### src/design/sbf_pkg.sv
// Shared types and codes for the sprite blitter and its frame store.
`default_nettype none

package sbf_pkg;

    // Request modes
    localparam logic [1:0] MODE_DRAW  = 2'd0;
    localparam logic [1:0] MODE_ERASE = 2'd1;
    localparam logic [1:0] MODE_READ  = 2'd2;

    // One request word
    typedef struct packed {
        logic [1:0]         mode;
        logic signed [15:0] pos_x;
        logic signed [15:0] pos_y;
        logic [7:0]         sprite_width;
        logic [7:0]         sprite_height;
        logic [7:0]         data_byte;
        logic               last_byte;
    } sbf_req_t;

    // One response word
    typedef struct packed {
        logic [7:0] read_data;
        logic       sprite_done;
    } sbf_rsp_t;

    // What a single frame store access does to its byte
    typedef enum logic [1:0] {
        OP_NONE = 2'd0,
        OP_SET  = 2'd1,
        OP_CLR  = 2'd2,
        OP_READ = 2'd3
    } sbf_op_kind_t;

    // Control for one read-modify-write pass
    typedef struct packed {
        sbf_op_kind_t kind;
        logic [7:0]   mask;
        logic         wr_en;
        logic         last_op;
        logic         done;
    } sbf_op_t;

endpackage

`default_nettype wire

### src/design/sbf_rmw.sv
// Modify and write-back stage with forwarding, plus the two-word response queue.
`default_nettype none

module sbf_rmw #(
    parameter int ADDR_W = 10
) (
    input  logic              clk,
    input  logic              rst_n,
    input  logic              op_valid,
    input  sbf_pkg::sbf_op_t  op,
    input  logic [ADDR_W-1:0] op_addr,
    input  logic [7:0]        rd_data,
    output logic              wr_en,
    output logic [ADDR_W-1:0] wr_addr,
    output logic [7:0]        wr_data,
    output logic              final_room,
    output logic              rsp_valid,
    input  logic              rsp_ready,
    output sbf_pkg::sbf_rsp_t rsp
);

    import sbf_pkg::*;

    logic              w_valid_reg;
    sbf_op_t           w_op_reg;
    logic [ADDR_W-1:0] w_addr_reg;
    logic              lw_valid_reg;
    logic [ADDR_W-1:0] lw_addr_reg;
    logic [7:0]        lw_data_reg;

    sbf_rsp_t   fifo_reg [2];
    logic       wr_ptr_reg;
    logic       rd_ptr_reg;
    logic [1:0] cnt_reg;
    logic [1:0] cnt_next;

    logic       cur;
    logic [7:0] cur_byte;
    logic       push;
    logic       pop;
    logic [1:0] room_sum;
    sbf_rsp_t   rsp_word;

    // Stage registers: access now waiting for its read data
    always_ff @(posedge clk or negedge rst_n)
    begin
        if (!rst_n)
        begin
            w_valid_reg  <= 1'b0;
            lw_valid_reg <= 1'b0;
        end
        else
        begin
            w_valid_reg  <= op_valid;
            lw_valid_reg <= wr_en;
        end
    end

    always_ff @(posedge clk)
    begin
        w_op_reg    <= op;
        w_addr_reg  <= op_addr;
        lw_addr_reg <= wr_addr;
        lw_data_reg <= wr_data;
    end

    // The write of the previous cycle is not yet in the read data
    assign cur      = lw_valid_reg && (lw_addr_reg == w_addr_reg);
    assign cur_byte = cur ? lw_data_reg : rd_data;

    always_comb
    begin
        case (w_op_reg.kind)
            OP_SET:  wr_data = cur_byte | w_op_reg.mask;
            OP_CLR:  wr_data = cur_byte & ~w_op_reg.mask;
            default: wr_data = cur_byte;
        endcase
    end

    assign wr_en   = w_valid_reg && w_op_reg.wr_en;
    assign wr_addr = w_addr_reg;

    // Response word for the final access of each request
    assign push                  = w_valid_reg && w_op_reg.last_op;
    assign rsp_word.read_data    = (w_op_reg.kind == OP_READ) ? cur_byte : 8'h00;
    assign rsp_word.sprite_done  = w_op_reg.done;

    // Response queue
    assign rsp_valid = (cnt_reg != 2'd0);
    assign rsp       = fifo_reg[rd_ptr_reg];
    assign pop       = rsp_valid && rsp_ready;
    assign cnt_next  = cnt_reg + {1'b0, push} - {1'b0, pop};

    // A final access may start only if its word will find a free slot
    assign room_sum   = cnt_reg + {1'b0, push};
    assign final_room = (room_sum < 2'd2);

    always_ff @(posedge clk or negedge rst_n)
    begin
        if (!rst_n)
        begin
            wr_ptr_reg <= 1'b0;
            rd_ptr_reg <= 1'b0;
            cnt_reg    <= '0;
        end
        else
        begin
            if (push)
                wr_ptr_reg <= !wr_ptr_reg;
            if (pop)
                rd_ptr_reg <= !rd_ptr_reg;
            cnt_reg <= cnt_next;
        end
    end

    always_ff @(posedge clk)
    begin
        if (push)
            fifo_reg[wr_ptr_reg] <= rsp_word;
    end

endmodule

`default_nettype wire

### config.mk
export PLATFORM = sky130hd
export DESIGN_NAME = sbf_rmw
export DESIGN_NICKNAME = d
export VERILOG_FILES = /design/src/design/sbf_pkg.sv /design/src/design/sbf_rmw.sv
export SDC_FILE = /design/constraint.sdc
export NUM_CORES = 1
export LEC_CHECK = 0
export BUFFER_PORTS_ARGS = -buffer_cell sky130_fd_sc_hd__buf_2
export CAP_MARGIN = 20
export CORE_ASPECT_RATIO = 1.75
export CORE_MARGIN = 2
export CORE_UTILIZATION = 50
export DETAILED_ROUTE_END_ITERATION = 10
export PLACE_DENSITY = 0.88
export SLEW_MARGIN = 20
export SYNTH_ARGS = -nofsm -noshare
export SYNTH_HDL_FRONTEND = slang
export SYNTH_SLANG_ARGS = --single-unit
### constraint.sdc
create_clock -name clk -period 2.5 [get_ports clk]
set_input_delay 0 -clock clk [delete_from_list [all_inputs] [get_ports clk]]
set_output_delay 0 -clock clk [all_outputs]
set_load 0.03 [all_outputs]
## Yosys cells after proc, flatten, opt, wreduce, memory -nomap -nowiden

Memories as Yosys holds them, arrays and structs flattened.
Cells that the tools add are included.

- Register bits: 47
- Memory bits (writable): 18
- Input port bits: 35
- Output and inout bits: 30
- Memories: 1

Memories:

| name | words | width | read ports | clocked after Yosys merged registers in | write ports | RTL line | RTL |
|---|---|---|---|---|---|---|---|
| fifo_reg | 2 | 9 | 1 | 0 | 1 | sbf_rmw.sv:31 | `sbf_rsp_t fifo_reg [2];` |

- $add $sub $neg: 2
- $lt $le $gt $ge: 1
- Equal/unequal tests: 4
- Multiplexer cells: 5
- Bitwise operators: 3
- Reduce and logical (&&, ||, !) cells: 7

Operator list:

| cell | count |
|---|---|
| 8-bit 2-to-1 mux | 2 |
| 8-bit case mux with 2 select lines | 1 |
| 10-bit equality test | 1 |
| 8-bit AND | 1 |
| 8-bit inverter | 1 |
| 8-bit OR | 1 |
| 2-bit equality test, second input constant | 2 |
| 1-bit logical AND | 4 |
| 2-bit by 1-bit adder with 2-bit output | 1 |
| 2-bit by 1-bit equality test with 1-bit output, second input constant | 1 |
| 1-bit zero test | 2 |
| 2-bit less-than comparator, second input constant | 1 |
| 1-bit 2-to-1 mux | 2 |
| 2-bit nonzero test | 1 |
| 2-bit by 1-bit subtractor with 2-bit output | 1 |

## Longest topological paths before layout

- Word-level depth: 5
- Mapped depth: 6
- Depth with buffers taken out: 6

## Worst setup path after synthesis

OpenSTA, ideal clock, no wires.

- Path kind: reg2reg
- Start: register w_addr_reg[9], in the netlist wr_addr[9]
- End: register lw_data_reg[4]
- Library setup time: 186 ps
- Arrival time: 2,070 ps
- Required time: 2,314 ps
- Slack: 244 ps
- Cell stages (with the launch flop): 5
- Buffers on the path: 0
- Path through: dfxtp_1 -> xor2_1 -> nor4_1 -> nand4_1 -> a31oi_1

- Word-level cells in the longest chain between the ends: 5

RTL lines:

| item | RTL line | RTL |
|---|---|---|
| from (decl) | sbf_rmw.sv:26 | `logic [ADDR_W-1:0] w_addr_reg;` |
| from (signal assigned) | sbf_rmw.sv:62 | `w_addr_reg <= op_addr;` |
| 10-bit equality test (*) | sbf_rmw.sv:68 | `assign cur = lw_valid_reg && (lw_addr_reg == w_addr_reg);` |
| 1-bit logical AND (*) | sbf_rmw.sv:68 |  |
| 8-bit 2-to-1 mux (*) | sbf_rmw.sv:69 | `assign cur_byte = cur ? lw_data_reg : rd_data;` |
| 8-bit AND or 8-bit OR (tied branches) | sbf_rmw.sv:75, sbf_rmw.sv:74 |  |
| 8-bit case mux with 2 select lines (*) | sbf_rmw.sv:73 | `case (w_op_reg.kind)` |
| named net wr_data[4] | sbf_rmw.sv:15 | `output logic [7:0] wr_data,` |
| to (signal assigned) | sbf_rmw.sv:64 | `lw_data_reg <= wr_data;` |
| to (decl) | sbf_rmw.sv:29 | `logic [7:0] lw_data_reg;` |

The timed path passes the listed nets; every way through them passes the cells marked *.
A chain may end at the register's enable or synchronous reset.

## Worst setup path after layout

- Start: register w_addr_reg[6], in the netlist wr_addr[6]
- End: output wr_data[2]

- Word-level cells in the longest chain between the ends: 5

RTL lines:

| item | RTL line |
|---|---|
| 10-bit equality test (*) | sbf_rmw.sv:68 |
| 1-bit logical AND (*) | sbf_rmw.sv:68 |
| 8-bit 2-to-1 mux (*) | sbf_rmw.sv:69 |
| 8-bit AND or 8-bit OR (tied branches) | sbf_rmw.sv:75, sbf_rmw.sv:74 |
| 8-bit case mux with 2 select lines (*) | sbf_rmw.sv:73 |
| to (decl) | sbf_rmw.sv:15 |

Mark *: on every way between the ends. The rest lies on a longest branch, timed or not.

==> impl_metrics.csv <==
group,metric,value,unit
critical_path,reg2reg_to,"fifo_reg[0][2]",
timing,report.final.slew_viol_count,0,
timing,rsz0062_at_grt,"no",
logic_synthesis,syn_area_per_cell,13.2,um^2
pwr,clkPwrFrac,33.2,%
critical_path,ff2ff_setup_slack,0.44,ns
pwr,power,2.88,mW
status,violations,"hold timing",
cells_and_area,synthToLayoutAreaGrowth,39.2,%
logic_synthesis,yosys_register_bits,65,
timing,setup_viol,0,
floorplan,die_w,55.7,um
critical_path,slowest_delay,0.78,ns
logic_synthesis,synth_cell_types,30,
cells_and_area,final_nets,321,
logic_synthesis,synthSimpleGateAreaFrac,9.09,%
clocking,numCtsBuffers,9,
floorplan,dieArea,5270,um^2
pwr,p_leak,1.41,nW
cells_and_area,fillers,297,
logic_synthesis,ys_seq_area_share,64.6,%
route,vias_per_cell,5.17,
critical_path,crit_slowest_cell,"or4b_1",
critical_path,startpoint_type,"register",
route,vias,1747,
timing,finClkSkew,0.0113,ns
floorplan,initial_core_util,51.1,%
clocking,clock-root-buffer,"clkbuf_8",
route,drtAntennaViolNets,0,
clocking,cts_sinks,65,
logic_synthesis,synth_nets,217,
flow_run,maxCapViolations,0,
logic_synthesis,synth-xor-area-share,5.24,%
logic_synthesis,synth_top_family_by_area,"compound AO/OA/AOI/OAI gates",
critical_path,path_class,"register to output pin",
cells_and_area,drive_gt1_share,35.7,%
clocking,clkTransAtPathRegs,0.07,ns
pwr,power_density,882,nW/um^2
pwr,switchingPower,0.835,mW
clocking,cts_tree,"yes",
cells_and_area,insertedDiodeCount,0,
timing,hold_violations,1,
global_routing,grt_overflow_total,0,
logic_synthesis,syn-cell-area,2340,um^2
clocking,cts_setup_buffers,0,
clocking,clk_latency,0.35,ns
floorplan,die_height,94.5,um
status,status,"complete, but fails checks",
route,firstDrtPassIters,7,
logic_synthesis,syn-instance-count,177,
clocking,ctsLongestPathBuffers,2,
global_routing,grt_pass1_wl,7680,um
logic_synthesis,synth_mux_area_share,4.33,%
pwr,comb_power_share,22.4,%
logic_synthesis,yosys_warnings,0,
global_routing,grtUsageTotal,19.8,%
critical_path,cp_cell_sequence,"xor2_1 > or4b_1 > o31ai_2 > a31oi_1 > buf_2",
logic_synthesis,synthAdderAreaFrac,2.67,%
timing,fin_crit_sh,94.6,%
pwr,switching_share,29.0,%
global_routing,grt_pass1_vias,1780,
floorplan,pin_count,65,
critical_path,worstPathMaxFanout,8,
floorplan,core,4580,um^2
pwr,power_frac_seq,44.4,%
critical_path,cp.arrival,2.36,ns
global_routing,grt_max_degree,13,
pwr,p_int,2.04,mW
timing,slew_headroom,50.3,%
placement,dp_hpwl,3290,um
timing,fmax,423,MHz
worst_hold_path,min_path_type,"input port to register",
route,routedWlPerCell,14.6,um
route,drt_iter0_drc,33,
route,drt-total-wl,4940,um
placement,dp_slack,0.473,ns
critical_path,reg2reg_from,"wr_addr[6]",
timing,tightest_slew,0.743,ns
pwr,max-vdd-ir-drop,0.00111,V
critical_path,critPathTopFamily,"simple AND/OR/NAND/NOR gates",
worst_hold_path,holdPathStages,3,
worst_hold_path,min_from,"rd_data[2]",
cells_and_area,largest_reg_flops,18,
timing,finalWorstPathRequiredPeriod,2.36,ns
worst_hold_path,min_to,"lw_data_reg[2]",
critical_path,reg2reg_depth,4,
floorplan,rows,33,
placement,io_buffers,64,
timing,setup_tns,0,ns
timing,fin_hold_ws,-0.00108,ns
route,drc_errors,0,
logic_synthesis,synth_compound_area_share,10.2,%
global_routing,antenna_found_initial,0,
critical_path,endpoint_kind,"output pin",
timing,worst_slack,0.135,ns
critical_path,cp_num_buf_inv,1,
clocking,h-tree-depth,3,
critical_path,required,2.50,ns
placement,place.gp.congestion,0.785,
timing repair:
item,in CTS,in global routing
gates resized for setup,0,0
hold buffers,33,0
endpoints found under the hold margin,37,0
layout make-up:
cell class                 count  area (um^2)  area share [%]
sequential                    65         1510            46.4
multi-input combinational     92          738            22.7
timing repair buffer          99          666            20.4
clock buffer                  12          178            5.45
tap                           52         65.1            2.00
inverter                      14         52.6            1.61
clock inverter                 4         47.5            1.46
cell usage in the layout, fill, tap and decap left out, types with 3 or more instances in the layout:
master / n
xor2_1: 11
nand2b_1: 8
clkbuf_8: 9
a21oi_1: 16
mux2_2: 9
dfrtp_1: 6
ha_1: 5
xnor2_1: 3
dfxtp_1: 41
dlygate4sd3_1: 33
o31ai_2: 7
a31oi_1: 8
nand4_1: 8
inv_1: 14
edfxtp_1: 18
buf_2: 64
layer usage:
metal  up-vias  GRT usage (%)  wire length [um]
met5         -              0                 0
met4         0           11.6               177
met3        22           6.85               247
met2        68           39.5              2920
met1       814           15.8              1590
li1        843              -                 -
worst max-delay path by stage:
stage	cells past startpoint	startpoint	to
detailed placement	4	wr_addr[6]	fifo_reg[0][3]
finish	5	wr_addr[6]	wr_data[2]
global route	5	wr_addr[6]	wr_data[2]
floorplan	4	wr_addr[9]	lw_data_reg[4]
CTS	5	wr_addr[6]	wr_data[2]
global placement	4	wr_addr[6]	fifo_reg[0][7]
cells in the mapped netlist (all sizes together):
cell / instances / share of area, %
or2: 2 / 0.53
clkbuf: 2 / 0.37
or4b: 1 / 0.43
inv: 14 / 2.2
dfxtp: 41 / 35
a21oi: 16 / 3.4
edfxtp: 18 / 23
xnor2: 3 / 1.1
nor4: 2 / 0.53
or4: 1 / 0.48
nor2: 1 / 0.16
or3: 1 / 0.27
xor2: 11 / 4.1
buf: 4 / 1.3
nand4: 8 / 2.1
nor4b: 2 / 1.0
and2: 2 / 0.53
o31ai: 8 / 4.6
mux2: 9 / 4.3
ha: 5 / 2.7
nand2: 1 / 0.16
a31oi: 8 / 2.1
and3: 1 / 0.27
nor3: 2 / 0.43
dfrtp: 6 / 6.4
nand2b: 8 / 2.1
worst min-delay path, stage by stage:
cell and delay (ns):
buf_2 0.11, o31ai_2 0.06, a31oi_1 0.11
power by group through the flow:
stage	Combinational, mW	Clock (mW)	Sequential [mW]
final	0.643	0.955	1.28
after global routing	0.693	1.02	1.29
after CTS	0.644	0.955	1.28
after detailed placement	0.600	0	1.30
after global placement	0.592	0	1.29
after floorplan	0.455	0	1.27
kinds of logic after synthesis:
kind of cell,count (synthesis)
buffers and inverters,20
AND/OR/NAND/NOR,32
XOR/XNOR,14
multiplexers,9
flip-flops,65
adder cells (fa/ha/maj),5
AO/OA/AOI/OAI,32
metrics by stage:
step / area (um^2) / hold WS (ns) / utilization, % / cells
after CTS: 3260 / 0.00673 / 71.1 / 338
after global routing: 3260 / 0.00935 / 71.1 / 338
final: 3260 / -0.00108 / 71.1 / 338
after global placement: 2700 / -0.174 / 59.0 / 289
after floorplan: 2340 / -0.296 / - / 177
after detailed placement: 2700 / -0.169 / 59.0 / 289
(Power assumes the default switching activity.)
