--- config.mk ---
export PLATFORM = sky130hd
export DESIGN_NAME = sbf_issue
export DESIGN_NICKNAME = d
export VERILOG_FILES = /design/src/design/sbf_pkg.sv /design/src/design/sbf_issue.sv
export SDC_FILE = /design/constraint.sdc
export NUM_CORES = 1
export LEC_CHECK = 0
export BUFFER_PORTS_ARGS = -buffer_cell sky130_fd_sc_hd__buf_2
export CORE_UTILIZATION = 40
export CTS_BUF_LIST = sky130_fd_sc_hd__clkbuf_16
export DETAILED_ROUTE_END_ITERATION = 12
export HOLD_SLACK_MARGIN = 0.12
export PLACE_DENSITY_LB_ADDON = 0.15
export SETUP_SLACK_MARGIN = 0.4
export SYNTH_ARGS = -nofsm -noshare
export SYNTH_HDL_FRONTEND = slang
export SYNTH_SLANG_ARGS = --single-unit
--- constraint.sdc ---
create_clock -name clk -period 6.3 [get_ports clk]
set_clock_uncertainty 0.1 [all_clocks]
set_input_delay 1.26 -clock clk [delete_from_list [all_inputs] [get_ports clk]]
set_output_delay 1.26 -clock clk [all_outputs]
set_load 0.005 [all_outputs]
--- src/design/sbf_pkg.sv ---
// Shared types and codes for the sprite blitter and its frame store.
`default_nettype none

package sbf_pkg;

    // Request modes
    localparam logic [1:0] MODE_DRAW  = 2'd0;
    localparam logic [1:0] MODE_ERASE = 2'd1;
    localparam logic [1:0] MODE_READ  = 2'd2;

    // One request word
    typedef struct packed {
        logic [1:0]         mode;
        logic signed [15:0] pos_x;
        logic signed [15:0] pos_y;
        logic [7:0]         sprite_width;
        logic [7:0]         sprite_height;
        logic [7:0]         data_byte;
        logic               last_byte;
    } sbf_req_t;

    // One response word
    typedef struct packed {
        logic [7:0] read_data;
        logic       sprite_done;
    } sbf_rsp_t;

    // What a single frame store access does to its byte
    typedef enum logic [1:0] {
        OP_NONE = 2'd0,
        OP_SET  = 2'd1,
        OP_CLR  = 2'd2,
        OP_READ = 2'd3
    } sbf_op_kind_t;

    // Control for one read-modify-write pass
    typedef struct packed {
        sbf_op_kind_t kind;
        logic [7:0]   mask;
        logic         wr_en;
        logic         last_op;
        logic         done;
    } sbf_op_t;

endpackage

`default_nettype wire

--- src/design/sbf_issue.sv ---
// Request register, sprite position counters and generation of frame store accesses.
`default_nettype none

module sbf_issue #(
    parameter int SCREEN_WIDTH  = 128,
    parameter int SCREEN_HEIGHT = 64,
    localparam int PAGE_COUNT   = (SCREEN_HEIGHT + 7) / 8,
    localparam int STORE_DEPTH  = SCREEN_WIDTH * PAGE_COUNT,
    localparam int ADDR_W       = $clog2(STORE_DEPTH)
) (
    input  logic              clk,
    input  logic              rst_n,
    input  logic              req_valid,
    output logic              req_ready,
    input  sbf_pkg::sbf_req_t req,
    input  logic              mem_busy,
    input  logic              final_room,
    output logic              op_valid,
    output sbf_pkg::sbf_op_t  op,
    output logic [ADDR_W-1:0] op_addr
);

    import sbf_pkg::*;

    localparam int PAGE_W = (PAGE_COUNT > 1) ? $clog2(PAGE_COUNT) : 1;
    localparam int X_W    = $clog2(SCREEN_WIDTH);

    logic       item_valid_reg;
    logic       phase_reg;
    sbf_req_t   item_reg;
    logic [7:0] col_snap_reg;
    logic [4:0] band_snap_reg;
    logic [7:0] col_reg;
    logic [7:0] col_next;
    logic [4:0] band_reg;
    logic [4:0] band_next;

    logic              req_fire;
    logic              two_ops;
    logic              final_phase;
    logic [7:0]        pix_mask;
    logic [15:0]       shifted;
    logic [16:0]       x_sum;
    logic [16:0]       page_lo;
    logic [16:0]       page_hi;
    logic [ADDR_W-1:0] lo_idx;
    logic [ADDR_W-1:0] hi_idx;
    logic [ADDR_W-1:0] rd_idx;
    logic              rd_ok;

    function automatic logic [ADDR_W-1:0] AW_IDX(input logic [16:0] page,
                                                 input logic [16:0] col);
        logic [PAGE_W-1:0] pg;
        logic [X_W-1:0]    cx;
        pg = PAGE_W'(page);
        cx = X_W'(col);
        return ADDR_W'(ADDR_W'(pg) * ADDR_W'(SCREEN_WIDTH)) + ADDR_W'(cx);
    endfunction

    // Handshake and sequencing of the one or two accesses per word
    assign two_ops     = (item_reg.mode == MODE_DRAW) || (item_reg.mode == MODE_ERASE);
    assign final_phase = two_ops ? phase_reg : 1'b1;
    assign op_valid    = item_valid_reg && !mem_busy && (!final_phase || final_room);
    assign req_ready   = !mem_busy && (!item_valid_reg || (op_valid && final_phase));
    assign req_fire    = req_valid && req_ready;

    // Counter advance for draw and erase words
    always_comb
    begin
        logic [7:0] col_inc;
        col_inc   = col_reg + 8'd1;
        col_next  = col_reg;
        band_next = band_reg;
        if ((req.mode == MODE_DRAW) || (req.mode == MODE_ERASE))
        begin
            if (req.last_byte)
            begin
                col_next  = '0;
                band_next = '0;
            end
            else if ((col_inc >= req.sprite_width) || (col_inc == 8'd0))
            begin
                col_next  = '0;
                band_next = band_reg + 5'd1;
            end
            else
            begin
                col_next = col_inc;
            end
        end
    end

    always_ff @(posedge clk or negedge rst_n)
    begin
        if (!rst_n)
        begin
            item_valid_reg <= 1'b0;
            phase_reg      <= 1'b0;
            col_reg        <= '0;
            band_reg       <= '0;
        end
        else
        begin
            if (req_fire)
                item_valid_reg <= 1'b1;
            else if (op_valid && final_phase)
                item_valid_reg <= 1'b0;
            if (op_valid)
                phase_reg <= !final_phase;
            if (req_fire)
            begin
                col_reg  <= col_next;
                band_reg <= band_next;
            end
        end
    end

    // Word held with the counters it was placed at
    always_ff @(posedge clk)
    begin
        if (req_fire)
        begin
            item_reg      <= req;
            col_snap_reg  <= col_reg;
            band_snap_reg <= band_reg;
        end
    end

    // Per-pixel clipping: erase origin on screen, column, row against height, row on screen
    always_comb
    begin
        logic        active;
        logic        paint;
        logic [7:0]  row;
        logic [16:0] y_sum;
        x_sum = {item_reg.pos_x[15], item_reg.pos_x} + {9'b0, col_snap_reg};
        active = (item_reg.mode == MODE_DRAW)
              || (!item_reg.pos_x[15] && (item_reg.pos_x[14:0] < 15'(SCREEN_WIDTH))
                  && !item_reg.pos_y[15] && (item_reg.pos_y[14:0] < 15'(SCREEN_HEIGHT)));
        paint = two_ops && active && (col_snap_reg < item_reg.sprite_width)
             && !x_sum[16] && (x_sum[15:0] < 16'(SCREEN_WIDTH));
        for (int n = 0; n < 8; n++)
        begin
            row   = {band_snap_reg, 3'(n)};
            y_sum = {item_reg.pos_y[15], item_reg.pos_y} + {9'b0, row};
            pix_mask[n] = paint && item_reg.data_byte[n]
                       && (row < item_reg.sprite_height)
                       && !y_sum[16] && (y_sum[15:0] < 16'(SCREEN_HEIGHT));
        end
    end

    // Split the band across the two pages it straddles
    assign shifted = {8'b0, pix_mask} << item_reg.pos_y[2:0];
    assign page_lo = {{4{item_reg.pos_y[15]}}, item_reg.pos_y[15:3]} + {12'b0, band_snap_reg};
    assign page_hi = page_lo + 17'd1;
    assign lo_idx  = AW_IDX(page_lo, x_sum);
    assign hi_idx  = AW_IDX(page_hi, x_sum);

    // Read address check
    assign rd_ok  = !item_reg.pos_x[15] && (item_reg.pos_x[14:0] < 15'(SCREEN_WIDTH))
                 && !item_reg.pos_y[15] && (item_reg.pos_y[14:0] < 15'(PAGE_COUNT));
    assign rd_idx = AW_IDX({item_reg.pos_y[15], item_reg.pos_y},
                           {item_reg.pos_x[15], item_reg.pos_x});

    // Access for the current phase
    always_comb
    begin
        op.kind    = OP_NONE;
        op.mask    = '0;
        op.wr_en   = 1'b0;
        op.last_op = final_phase;
        op.done    = 1'b0;
        op_addr    = '0;
        case (item_reg.mode)
            MODE_DRAW, MODE_ERASE:
            begin
                op.kind = (item_reg.mode == MODE_DRAW) ? OP_SET : OP_CLR;
                if (!phase_reg)
                begin
                    op.mask  = shifted[7:0];
                    op.wr_en = (shifted[7:0] != 8'h00);
                    op_addr  = op.wr_en ? lo_idx : '0;
                end
                else
                begin
                    op.mask  = shifted[15:8];
                    op.wr_en = (shifted[15:8] != 8'h00);
                    op_addr  = op.wr_en ? hi_idx : '0;
                    op.done  = item_reg.last_byte;
                end
            end
            MODE_READ:
            begin
                op.kind = rd_ok ? OP_READ : OP_NONE;
                op_addr = rd_ok ? rd_idx : '0;
            end
            default:
            begin
                op.kind = OP_NONE;
            end
        endcase
    end

endmodule

`default_nettype wire

**After elaboration in Yosys (flattened, before gate mapping)**

Cells that the tools add are included.

- Bits in registers: 87
- Output and inout bits: 25

- $add $sub $neg: 16
- Magnitude comparators: 22
- Eq/ne operators: 3
- Shift operators: 1
- Muxes and demuxes: 19
- Reductions and logical operators: 75

Operators with widths:

| cell | count |
|---|---|
| $add 16x9->17 | 9 |
| $lt 16x7->1 const B | 8 |
| $lt 8x8->1 | 9 |
| $logic_and 1x1->1 | 45 |
| $mux 10 | 4 |
| $add 10x7->10 | 3 |
| $pmux 10 s2 | 1 |
| $mux 9 | 2 |
| $lt 16x8->1 const B | 1 |
| $mux 8 | 2 |
| $reduce_bool 8->1 | 2 |
| $shl 8x3->16 | 1 |
| $lt 15x4->1 const B | 1 |
| $lt 15x7->1 const B | 1 |
| $lt 15x8->1 const B | 1 |
| $logic_not 1->1 | 14 |
| $mux 5 | 2 |
| $add 8x1->8 const B | 1 |
| $ge 8x8->1 | 1 |
| $logic_not 8->1 | 1 |
| $logic_or 1x1->1 | 6 |
| $add 5x1->5 const B | 1 |
| $mux 1 | 5 |
| $eq 2x1->1 const B | 2 |
| 10 further kinds | 13 |

**Depth between registers and ports, before layout**

- Depth in word-level cells: 18
- Gate-level depth with buffers: 16

**Worst setup path after synthesis**

No wires, ideal clock.

- Path type: register to output
- Start point: reg item_reg[41] (netlist bit)
- End point: out op_addr[2]
- Data arrival time: 3,756 ps
- Slack: 1,184 ps
- Stages on the path, launching flop included: 17
- Cell sequence: edfxtp_1 -> ha_1 -> inv_1 -> fa_1 -> nand2b_1 -> a21oi_2 -> o211ai_2 -> a2111oi_2 -> o211ai_1 -> or4_1 -> buf_2 -> or3_4 -> o221ai_2 -> a211oi_1 -> a22oi_2 -> buf_6 -> a32o_1

- Word-level cells in the longest chain between the ends: 18
- Elaborated cells between the ends (all ways): 56
- Classes of those cells: 4 x add/sub; 2 x order compare; 1 x shift; 5 x mux; 44 x reduce/logical

RTL lines:

| what | line | text |
|---|---|---|
| start: declaration | sbf_issue.sv:30 | `sbf_req_t item_reg;` |
| start signal: assignment | sbf_issue.sv:123 | `item_reg <= req;` |
| branches (longest 17 deep; another with $add 16x9->17) | - |  |
| $pmux 10 s2 (*) | sbf_issue.sv:174 | `case (item_reg.mode)` |
| end: declaration | sbf_issue.sv:20 | `output logic [ADDR_W-1:0] op_addr` |

Every way passes the cells marked *.

**Worst setup path after layout**

- Start point: reg item_reg[41] (netlist bit)
- End point: out op_addr[5]

The elaborated chain is that of the path after synthesis.

==> metrics.md <==
| Metric | Value |
|---|---|
| Status | `finished, final reports clean` |
| DR iter-0 viols | `between 600 and 700` |
| Synth Cell Area | `between 7000 and 8000 sq um` |
| Syn. warnings | `0` |
| Top FF cell, synth | `edfxtp_1` |
| RSZ-0062 raised after global routing | `false` |
| Final Power | `0.00210 W` |
| Mean Syn Cell Area | `roughly 8.6 sq um` |
| Worst Setup SP | `item_reg[41]$_DFFE_PP_` |
| Critical path fanouts, max | `5` |
| Antenna violations before repair | `0` |
| Slowest CP cell | `or4_4` |
| First-pass GRT wire length | `between 30 and 40 mm` |
| Worst hold path type | `reg -> reg` |
| CTS root buf | `clkbuf_16` |
| Final setup TNS | `0 ps` |
| Setup Viol. Count Final | `0` |
| Pleak | `3.56 nW` |
| Sequential fraction of the synthesis area | `approximately a third` |
| Final nets | `1071` |
| PortBufs | `88` |
| Die Width | `about 140 microns` |
| Unique masters post-synth | `81` |
| CTS tree | `yes` |
| Most common cell after layout, fill and taps aside | `buf_2` |
| CTS Buf Count | `9` |
| Kind of critical path | `reg -> out` |
| Placed Cells | `~1200` |
| Worst skew pair latency | `~350 ps` |
| Max-Cap Viols | `0` |
| H-tree depth | `3` |
| # IOs | `89` |
| Filler cell count | `1755` |
| Critical path depth in cells | `16` |
| Non-filler cells, final | `approximately 1200` |
| Std-Cell Rows | `between 40 and 50` |
| Clock buffer depth | `2` |
| Hold Violations, Final | `0` |
| Post-synth ARST share | `~17%` |
| Worst r2r src | `phase_reg$_DFFE_PN0P_` |
| P per Cell Area | `~240 nW/um^2` |
| GRT overflow | `0` |
| Layout Area Growth over Synthesis | `18.8%` |
| Least-Margin Pin Slew | `734 ps` |
| Number of synthesized register bits | `between 80 and 90` |
| Slew headroom | `approximately 51%` |
| Core footprint | `~18000 sq um` |
| GPL Wtd Cong | `a little over 1` |
| Pins Over Slew Limit | `0` |
| HPWL Detailed | `between 15 and 20 mm` |
| Area share of the largest cell type after synthesis | `28.9%` |
| Tcrit/Tclk final | `between 90% and 100%` |
| Total GRT Usage | `between 20% and 30%` |
| Number of flip-flops in the largest register | `59` |
| Residual DRC count | `0` |
| Initial core utilization | `between 40% and 50%` |
| Most frequent cells in the layout | `buf_2, edfxtp_1, nand2_1` |
| Reg2reg end | `item_reg[33]$_DFFE_PP_` |
| Chip Height | `roughly 140 microns` |
| Syn Nets | `about 970` |
| CP Cell Sequence | `ha_4 > inv_1 > fa_1 > nand2b_4 > a21oi_4 > o211ai_4 > a2111oi_2 > o211ai_1 > or4_4 > or3_4 > o221ai_2 > a211oi_1 > a22oi_2 > buf_4 > a32o_1 > buf_2` |
| Synth area leaders | `edfxtp_1, ha_1, dfrtp_1` |
| Vias post-DR | `~7700` |
| Number of hold buffers added after cts | `0` |
| CP top delay family | `compound AO/OA/AOI/OAI gates` |
| Peak Freq | `~170 MHz` |
| Flop-to-flop setup slack | `3310 ps` |
| DRT Pass-1 Iters | `7` |
| Share of cells above drive strength 1 | `a little over a fifth` |
| Final min period | `5810 ps` |
| CP arrival | `approximately 4500 ps` |
| Worst EP required | `4940 ps` |
| Buffer and inverter count on the worst path | `3` |
| Antenna Nets Post-Route | `0` |
| Crit-path max cell delay | `a little over 600 ps` |
| Mapped Cells | `~870` |
| WL per Instance | `21.3 microns` |
| Largest area contributor in the netlist | `edfxtp_1` |
| R2R cell count | `7` |
| Die area | `19300 sq um` |
| Number of synthesized flops with an enable pin | `72` |
| Crit path to | `op_addr[5]` |
| N_diodes | `0` |
| Critical Path Start Type | `flip-flop` |
| Clk slew on worst S/H paths | `~60 ps` |
| TritonCTS Sinks | `between 80 and 90` |
| Total wire length | `25.6 mm` |
| Largest net degree at the start of global routing | `47` |
| Number of global-route vias before repair | `around 7300` |
| Via/cell ratio | `approximately 6.4` |
| Max VDD drop | `approximately 0.17 mV` |
| CP endpoint kind | `output pin` |
[worst register-to-register path: cells and delay by family (launching register included)]
| kind | cells | cell delay, ps |
|---|---|---|
| simple gates | 3 | 380 |
| buf+inv | 3 | 1230 |
| flops | 1 | 720 |
| compound gates | 1 | 170 |
[through the flow]
| step | util, % | cell area, sq um | setup slack (ps) | hold WS [ps] |
|---|---|---|---|---|
| finish | 49.0 | 8890 | 485 | 353 |
| floorplan | - | 7480 | 1180 | 325 |
| global placement | 45.9 | 8320 | 715 | 336 |
| CTS | 47.5 | 8620 | 424 | 357 |
| global route | 49.0 | 8890 | 335 | 377 |
| detailed placement | 45.9 | 8320 | 672 | 343 |
[what timing repair did]
action                     CTS  global route
setup endpoints to repair   10            12
buffers inserted             0            12
gates resized for setup      5            38
pin swaps                    0             9
cloned                       0             1
[area by class of cell]
class | instances | area (sq um) | share of cell area [%]
clock buffers | 9 | 225 | 2.53
multi-input cells | 672 | 4720 | 53.1
inverters | 52 | 195 | 2.20
clock inverters | 7 | 42.5 | 0.478
flip-flops and latches | 87 | 2540 | 28.5
repair buffers | 146 | 887 | 9.98
well taps | 229 | 287 | 3.22
[how the worst min path moves through the flow]
| stage | endpoint | depth (start not counted) | slack [ps] | startpoint |
|---|---|---|---|---|
| after detailed placement | col_snap_reg[6]$_DFFE_PP_ | 0 | 340 | col_reg[6]$_DFFE_PN0P_ |
| final | col_snap_reg[6]$_DFFE_PP_ | 0 | 350 | col_reg[6]$_DFFE_PN0P_ |
| after CTS | col_snap_reg[6]$_DFFE_PP_ | 0 | 360 | col_reg[6]$_DFFE_PN0P_ |
| after floorplan | col_snap_reg[6]$_DFFE_PP_ | 0 | 320 | col_reg[6]$_DFFE_PN0P_ |
| after global routing | col_snap_reg[6]$_DFFE_PP_ | 0 | 380 | col_reg[6]$_DFFE_PN0P_ |
| after global placement | col_snap_reg[6]$_DFFE_PP_ | 0 | 340 | col_reg[6]$_DFFE_PN0P_ |
[kinds of logic after synthesis]
kind of cell / synth area share (%)
flops: 33.9
compound gates: 25.8
xor+xnor: 2.93
simple gates: 23.2
mux: 1.84
fa+ha+maj: 6.72
buf+inv: 5.63
[cells in the mapped netlist, drive strengths merged (11+ instances only)]
library cell / count
nor4: 24
edfxtp: 72
nand3: 39
a21o: 21
o211ai: 15
nor3: 27
inv: 52
or3: 11
nand4: 22
a211oi: 15
xnor2: 19
nor2: 56
nand2: 65
o31ai: 14
o21a: 14
o21ai: 67
clkbuf: 45
and3: 13
dfrtp: 15
ha: 37
a21oi: 35
[per-layer routing]
metal  routed length (microns)  GRT usage (%)
met3                      1920           4.73
met4                      1160           13.9
met2                     12100           43.5
met1                     10400           33.5
met5                         0              0
[power breakdown]
group	internal, W	switching (W)	leakage, nW	total [W]
clock	0.000264	0.000219	0.134	0.000483
combinational	0.000336	0.000488	2.58	0.000824
sequential	0.000711	0.0000861	0.849	0.000797
Power figures use the tool's default switching activity.
